### config.mk
export PLATFORM = sky130hd
export DESIGN_NAME = modbus_rtu_request_framer
export DESIGN_NICKNAME = d
export VERILOG_FILES = /design/src/rtl/mrf_pkg.sv /design/src/rtl/modbus_rtu_request_framer.sv
export SDC_FILE = /design/constraint.sdc
export NUM_CORES = 1
export LEC_CHECK = 0
export BUFFER_PORTS_ARGS = -buffer_cell sky130_fd_sc_hd__buf_2
export CORE_ASPECT_RATIO = 0.8
export CORE_MARGIN = 2
export CORE_UTILIZATION = 45
export CTS_BUF_LIST = sky130_fd_sc_hd__clkbuf_2
export CTS_CLUSTER_DIAMETER = 40
export DETAILED_ROUTE_END_ITERATION = 6
export MAX_ROUTING_LAYER = met4
export PLACE_DENSITY = 0.67
export RECOVER_POWER = 50
export SETUP_SLACK_MARGIN = 0.1
export SKIP_LAST_GASP = 1
export SLEW_MARGIN = 30
export SYNTH_ARGS = -nofsm -noshare
export SYNTH_HDL_FRONTEND = slang
export SYNTH_SLANG_ARGS = --single-unit
### constraint.sdc
create_clock -name clk -period 5.71 [get_ports clk]
set_input_delay 0.2855 -clock clk [delete_from_list [all_inputs] [get_ports clk]]
set_output_delay 0.2855 -clock clk [all_outputs]
set_load 0.005 [all_outputs]
### src/rtl/mrf_pkg.sv
// Shared types, constants and the CRC-16 byte update for the Modbus RTU request framer.
// No dependencies.
package mrf_pkg;

  localparam logic       CMD_HEADER        = 1'b0;
  localparam logic       CMD_VALUE         = 1'b1;
  localparam logic [7:0] FN_WRITE_MULTIPLE = 8'h10;
  localparam logic [15:0] CRC_INIT         = 16'hFFFF;
  localparam logic [15:0] CRC_POLY         = 16'hA001;

  localparam int IDX_W = 4;
  localparam logic [IDX_W-1:0] READ_HDR_LEN  = 4'd6;
  localparam logic [IDX_W-1:0] WRITE_HDR_LEN = 4'd7;
  localparam logic [IDX_W-1:0] VALUE_LEN     = 4'd2;
  localparam logic [IDX_W-1:0] CRC_LEN       = 4'd2;

  typedef struct packed {
    logic        command;
    logic [7:0]  slave_id;
    logic [7:0]  fn_code;
    logic [15:0] start_address;
    logic [6:0]  item_count;
    logic [15:0] register_value;
  } cmd_word_t;

  typedef struct packed {
    logic [7:0] out_byte;
    logic       last_of_run;
    logic       frame_end;
  } tx_word_t;

  // Reflected CRC-16 over one byte, one bit per step.
  function automatic logic [15:0] crc_feed(input logic [15:0] crc, input logic [7:0] b);
    logic [15:0] c;
    c = crc ^ {8'h00, b};
    for (int i = 0; i < 8; i++) begin
      if (c[0]) begin
        c = (c >> 1) ^ CRC_POLY;
      end else begin
        c = c >> 1;
      end
    end
    return c;
  endfunction

endpackage

### src/rtl/modbus_rtu_request_framer.sv
// Modbus RTU request framer: turns header and register-value words into a framed byte stream.
// Depends on mrf_pkg for the word types, constants and the CRC byte update.
//
// Usage:
//   The cmd channel takes one word per accepted handshake (valid high, stall low). A header
//   word (command 0) starts a frame: six bytes for a read, seven for write multiple
//   (function 16). Each value word (command 1) of an open write frame adds two bytes. The
//   CRC, low byte first, follows the read header, an empty write header, or the last value.
//   A value word with no write frame open is taken and produces nothing.
//   The tx channel carries one byte per word, with last_of_run on the final byte caused by
//   a command word and frame_end on the final CRC byte.
//   The first byte of a command word passes from the command register into the tx register.
//   Throughput is one byte per cycle while tx is not stalled, set by the byte serializer
//   behind the command register: a value word yields 2 or 4 bytes, a header 7, 8 or 9.
//   The next command word is taken in the cycle its predecessor sends its last byte.
//   Reset clears both channels and any open frame; the CRC returns to 0xFFFF.
//   When tx stalls, the tx word holds, the serializer waits, and cmd stall rises once the
//   command register is occupied.
module modbus_rtu_request_framer (
  input  logic              clk,
  input  logic              rst,
  input  logic              cmd_valid,
  output logic              cmd_stall,
  input  mrf_pkg::cmd_word_t cmd_word,
  output logic              tx_valid,
  input  logic              tx_stall,
  output mrf_pkg::tx_word_t  tx_word
);
  import mrf_pkg::*;

  // Committed frame state, updated in word order at acceptance.
  logic       frame_open;
  logic [6:0] remaining;

  // Command register and serializer.
  logic             h_valid;
  logic [IDX_W-1:0] idx;
  logic             h_header;
  logic             h_write;
  logic             h_crc;
  cmd_word_t        h_word;
  logic [15:0]      crc;

  logic             accept;
  logic             adv;
  logic             last;
  logic [IDX_W-1:0] data_len;
  logic [IDX_W-1:0] total;
  logic [7:0]       cur_byte;
  logic             cur_data;
  logic             cur_end;
  logic [15:0]      crc_base;
  logic             is_fn_write;
  logic             ld_crc;
  logic             load;

  always_comb begin
    if (h_header) begin
      data_len = h_write ? WRITE_HDR_LEN : READ_HDR_LEN;
    end else begin
      data_len = VALUE_LEN;
    end
    total = data_len + (h_crc ? CRC_LEN : 4'd0);
    last  = (idx == total - 4'd1);
    adv   = h_valid && (!tx_valid || !tx_stall);

    cur_data = (idx < data_len);
    cur_end  = 1'b0;
    cur_byte = 8'h00;
    if (cur_data) begin
      if (h_header) begin
        unique case (idx)
          4'd0:    cur_byte = h_word.slave_id;
          4'd1:    cur_byte = h_word.fn_code;
          4'd2:    cur_byte = h_word.start_address[15:8];
          4'd3:    cur_byte = h_word.start_address[7:0];
          4'd4:    cur_byte = 8'h00;
          4'd5:    cur_byte = {1'b0, h_word.item_count};
          default: cur_byte = {h_word.item_count, 1'b0};
        endcase
      end else begin
        cur_byte = (idx == 4'd0) ? h_word.register_value[15:8] : h_word.register_value[7:0];
      end
    end else if (idx == data_len) begin
      cur_byte = crc[7:0];
    end else begin
      cur_byte = crc[15:8];
      cur_end  = 1'b1;
    end
    // Each header restarts the CRC on its first byte.
    crc_base = (h_header && idx == 4'd0) ? CRC_INIT : crc;
  end

  assign cmd_stall   = h_valid && !(adv && last);
  assign accept      = cmd_valid && !cmd_stall;
  assign is_fn_write = (cmd_word.fn_code == FN_WRITE_MULTIPLE);

  always_comb begin
    load   = 1'b0;
    ld_crc = 1'b0;
    if (cmd_word.command == CMD_HEADER) begin
      load   = 1'b1;
      ld_crc = !is_fn_write || (cmd_word.item_count == 7'd0);
    end else if (frame_open) begin
      load   = 1'b1;
      ld_crc = (remaining == 7'd1);
    end
  end

  always_ff @(posedge clk) begin
    if (rst) begin
      frame_open <= 1'b0;
      remaining  <= 7'd0;
      h_valid    <= 1'b0;
      idx        <= '0;
      crc        <= CRC_INIT;
      tx_valid   <= 1'b0;
    end else begin
      if (adv) begin
        tx_valid            <= 1'b1;
        tx_word.out_byte    <= cur_byte;
        tx_word.last_of_run <= last;
        tx_word.frame_end   <= cur_end;
        if (cur_data) begin
          crc <= crc_feed(crc_base, cur_byte);
        end
        // On the final byte a loaded follower takes over the index and valid flag.
        if (!last) begin
          idx <= idx + 4'd1;
        end else if (!(accept && load)) begin
          h_valid <= 1'b0;
        end
      end else if (!tx_stall) begin
        tx_valid <= 1'b0;
      end
      if (accept) begin
        if (cmd_word.command == CMD_HEADER) begin
          frame_open <= is_fn_write && (cmd_word.item_count != 7'd0);
          remaining  <= cmd_word.item_count;
        end else if (frame_open) begin
          remaining <= remaining - 7'd1;
          if (remaining == 7'd1) begin
            frame_open <= 1'b0;
          end
        end
        if (load) begin
          h_valid  <= 1'b1;
          idx      <= '0;
          h_header <= (cmd_word.command == CMD_HEADER);
          h_write  <= is_fn_write;
          h_crc    <= ld_crc;
          h_word   <= cmd_word;
        end
      end
    end
  end

  // A CRC end byte always closes the run of its command word.
  a_end_is_last: assert property (@(posedge clk) disable iff (rst)
    tx_valid |-> (!tx_word.frame_end || tx_word.last_of_run))
    else $error("frame_end without last_of_run");

  // A new command word only enters while the held one sends its final byte.
  a_accept_on_last: assert property (@(posedge clk) disable iff (rst)
    (accept && h_valid) |-> (adv && last))
    else $error("command register overwritten mid-run");

  // The serializer index stays inside the run length.
  a_idx_range: assert property (@(posedge clk) disable iff (rst)
    h_valid |-> (idx < total))
    else $error("serializer index out of range");

  // An open write frame always expects at least one more value.
  a_open_count: assert property (@(posedge clk) disable iff (rst)
    frame_open |-> (remaining != 7'd0))
    else $error("open frame with no values remaining");

endmodule
==> results_dict.tcl <==
set metrics [dict create \
    antenna_found_initial 0 \
    initial_utilization_pct 46.1 \
    nets 594 \
    crit_required_ps 5960 \
    min_path_type "input pin to register" \
    fmax_mhz 268 \
    synth_cell_types 57 \
    reg2reg_slack_ps 1980 \
    maxCapViolCount 0 \
    cp_num_buf_inv 1 \
    min_path_cells 4 \
    synthCells 408 \
    area.growth.synth_to_final_pct 21.8 \
    die_h_um 95.6 \
    fin_ws_ps 1980 \
    worstPathCellList "and2_0, ha_1, xor2_1, or4_1, o21ai_0, nand2_1, a21oi_1, and2_2, buf_4" \
    h-tree-depth 3 \
    slew_headroom_pct 36.6 \
    whs_ps 106 \
    setup_tns_ps 0 \
    finalMaxSlewViolations 0 \
    cp.arrival_ps 3980 \
    die_x_um 119 \
    cpPeakStageDelay_ps 560 \
    ant_nets 0 \
    synth_area_um2 4720 \
    syn_nets 477 \
    cp_slowest_cell "edfxtp_1" \
    crit_path_end_kind "register" \
    routed-via-count 3571 \
    gp_congestion 0.860 \
    place_ws_ps 2020 \
    rows 33 \
    wl_per_cell_um 16.4 \
    ys_ff_latch 98 \
    syn_area_per_cell_um2 11.6 \
    clock_latency_ps 560 \
    skew_ps 17.6 \
    rsz0062_at_grt "false" \
    drive_above_1_share_pct 13.6 \
    hp-start "tx_stall" \
    tightest_slew_ps 947 \
    setup_viol 0 \
    power_leakage_nw 2.23 \
    grt_pass1_wl_um 17300 \
    worstSetupPathType "register to register" \
    io_pins 72 \
    grt_max_degree 35 \
    dp_hpwl_um 7440 \
    powerDensity_nw_per_um2 236 \
    dieArea_um2 11300 \
    wl_um 11000 \
    regArea_um2 2640 \
    cts_inserted_buffers 9 \
    outcome "complete, no violations" \
    peakVddDrop_v 0.000134 \
    grt_pass1_vias 3478 \
    yosysSeqAreaShare_pct 56.0 \
    firstDrtPassIters 5 \
    cp_top_family "simple AND/OR/NAND/NOR gates" \
    r2r_end "h_word[41]$_DFFE_PP_" \
    min_period_over_period_pct 65.3 \
    crit_path_start_kind "register" \
    cp_max_fo 34 \
    multi_input_area_um2 1870 \
    drt_iter0_markers 260 \
    cts_tree "yes" \
    grt_overflow 0 \
    hold_end "tx_valid$_SDFFE_PP0P_" \
    async_flop_share_pct 0 \
    io_buffers 71 \
    r2r-start "h_header$_DFFE_PP_" \
    synth_edf_count 68 \
    clockBufferDepth 2 \
    nFillCells 895 \
    ys_warn_count 0 \
    synth_ff_type "edfxtp_1" \
    timing.critical_path.from "h_header$_DFFE_PP_" \
    clock-sinks 98 \
    hold_viol 0 \
    r2r_cells 9 \
    clkTransAtPathRegs_ps 230 \
    remaining_drc_errors 0 \
    clockRootBuffer "clkbuf_2" \
    grt_use_total_pct 20.9 \
    min_period_ps 3730 \
    drt-vias-per-instance 5.33 \
    antenna_cells 0 \
    placeableCoreArea_um2 10200 \
    post_cts_resized 0 \
]
## flip-flops by register name (all words and copies together) (netlist names)
| signal | cells |
|---|---|
| crc | 16 |
| frame_open | 1 |
| h_crc | 1 |
| h_header | 1 |
| h_valid | 1 |
| h_word | 55 |
| h_write | 1 |
| idx | 4 |
| remaining | 7 |
| tx_valid | 1 |
| tx_word | 10 |
## cells in the final DEF, fill, tap and decap left out, types with 17 or more instances in the layout
master,instances
dfxtp_1,30
inv_1,18
clkbuf_1,24
dlygate4sd3_1,56
buf_2,44
xnor2_1,26
nor2_1,41
edfxtp_1,68
o21ai_0,17
nand2_1,24
## through the flow
stage               instance area, µm²  std cells  util [%]  power (mW)
finish                            5750        670      56.1        1.36
global route                      5750        670      56.1        1.42
CTS                               5800        670      56.6        1.37
detailed placement                5150        598      50.3        1.07
global placement                  5150        598      50.3        1.06
floorplan                         4720        408         -        1.00
## tightest hold or removal path: stages
cell and delay [ps]:
buf_2 100, nand2_1 80, inv_1 70, o21a_1 100
## cells by family (layout without fill, tap and decap cells)
group,Yosys count,in the layout,synth area share (%)
AO/OA/AOI/OAI,87,87,12.6
AND/OR/NAND/NOR,109,109,10.7
adder cells (fa/ha/maj),9,9,2.38
flip-flops,98,98,56.0
XOR/XNOR,42,42,9.62
multiplexers,21,21,4.64
buffers and inverters,42,164,4.05
## report_power, final
group          internal (mW)  switching (mW)
Clock                 0.0558           0.220
Combinational          0.140           0.128
Sequential             0.791          0.0209
## synth_stat cells, drive strengths merged (7+ instances only)
cell type | n | share of area [%]
nor2 | 41 | 3.3
buf | 9 | 1.4
o22ai | 7 | 0.93
xnor2 | 29 | 6.3
clkbuf | 15 | 1.2
mux2i | 14 | 3.0
nor3 | 13 | 1.4
o21ai | 19 | 2.0
a22oi | 9 | 1.4
edfxtp | 68 | 43
xor2 | 10 | 1.9
o211ai | 7 | 1.1
inv | 18 | 1.4
ha | 9 | 2.4
dfxtp | 30 | 13
a21oi | 15 | 1.6
mux2 | 7 | 1.7
nand2 | 24 | 1.9
nand3 | 9 | 0.95
## timing repair
item | 4_1_cts | 5_1_grt
buffers inserted | 0 | 0
hold buffers | 56 | 0
endpoints found under the hold margin | 56 | 0
## layout make-up
class,count,area share [%]
Sequential cell,98,46.0
Timing Repair Buffer,130,15.8
Tap cell,140,3.05
Inverter,18,1.18
Multi-Input combinational cell,268,32.6
Clock buffer,10,0.871
Clock inverter,6,0.566
## how the worst max path moves through the flow
stage                      endpoint  cells after the start
3_3_place_gp    crc[0]$_SDFFE_PP1P_                     11
3_5_place_dp   h_word[32]$_DFFE_PP_                      9
5_1_grt        h_word[46]$_DFFE_PP_                     10
6_report       h_word[41]$_DFFE_PP_                      9
4_1_cts        h_word[50]$_DFFE_PP_                      9
2_1_floorplan       h_crc$_DFFE_PP_                     10
## per-layer routing
layer / part of all wire, % / up-vias / global-route usage, %
li1: - / 1727 / -
met1: 47 / 1703 / 27.8
met2: 46 / 132 / 31.9
met3: 5.6 / 9 / 4.84
met4: 0.95 / 0 / 6.35
met5: 0 / - / -
Power figures use the tool's default switching activity.
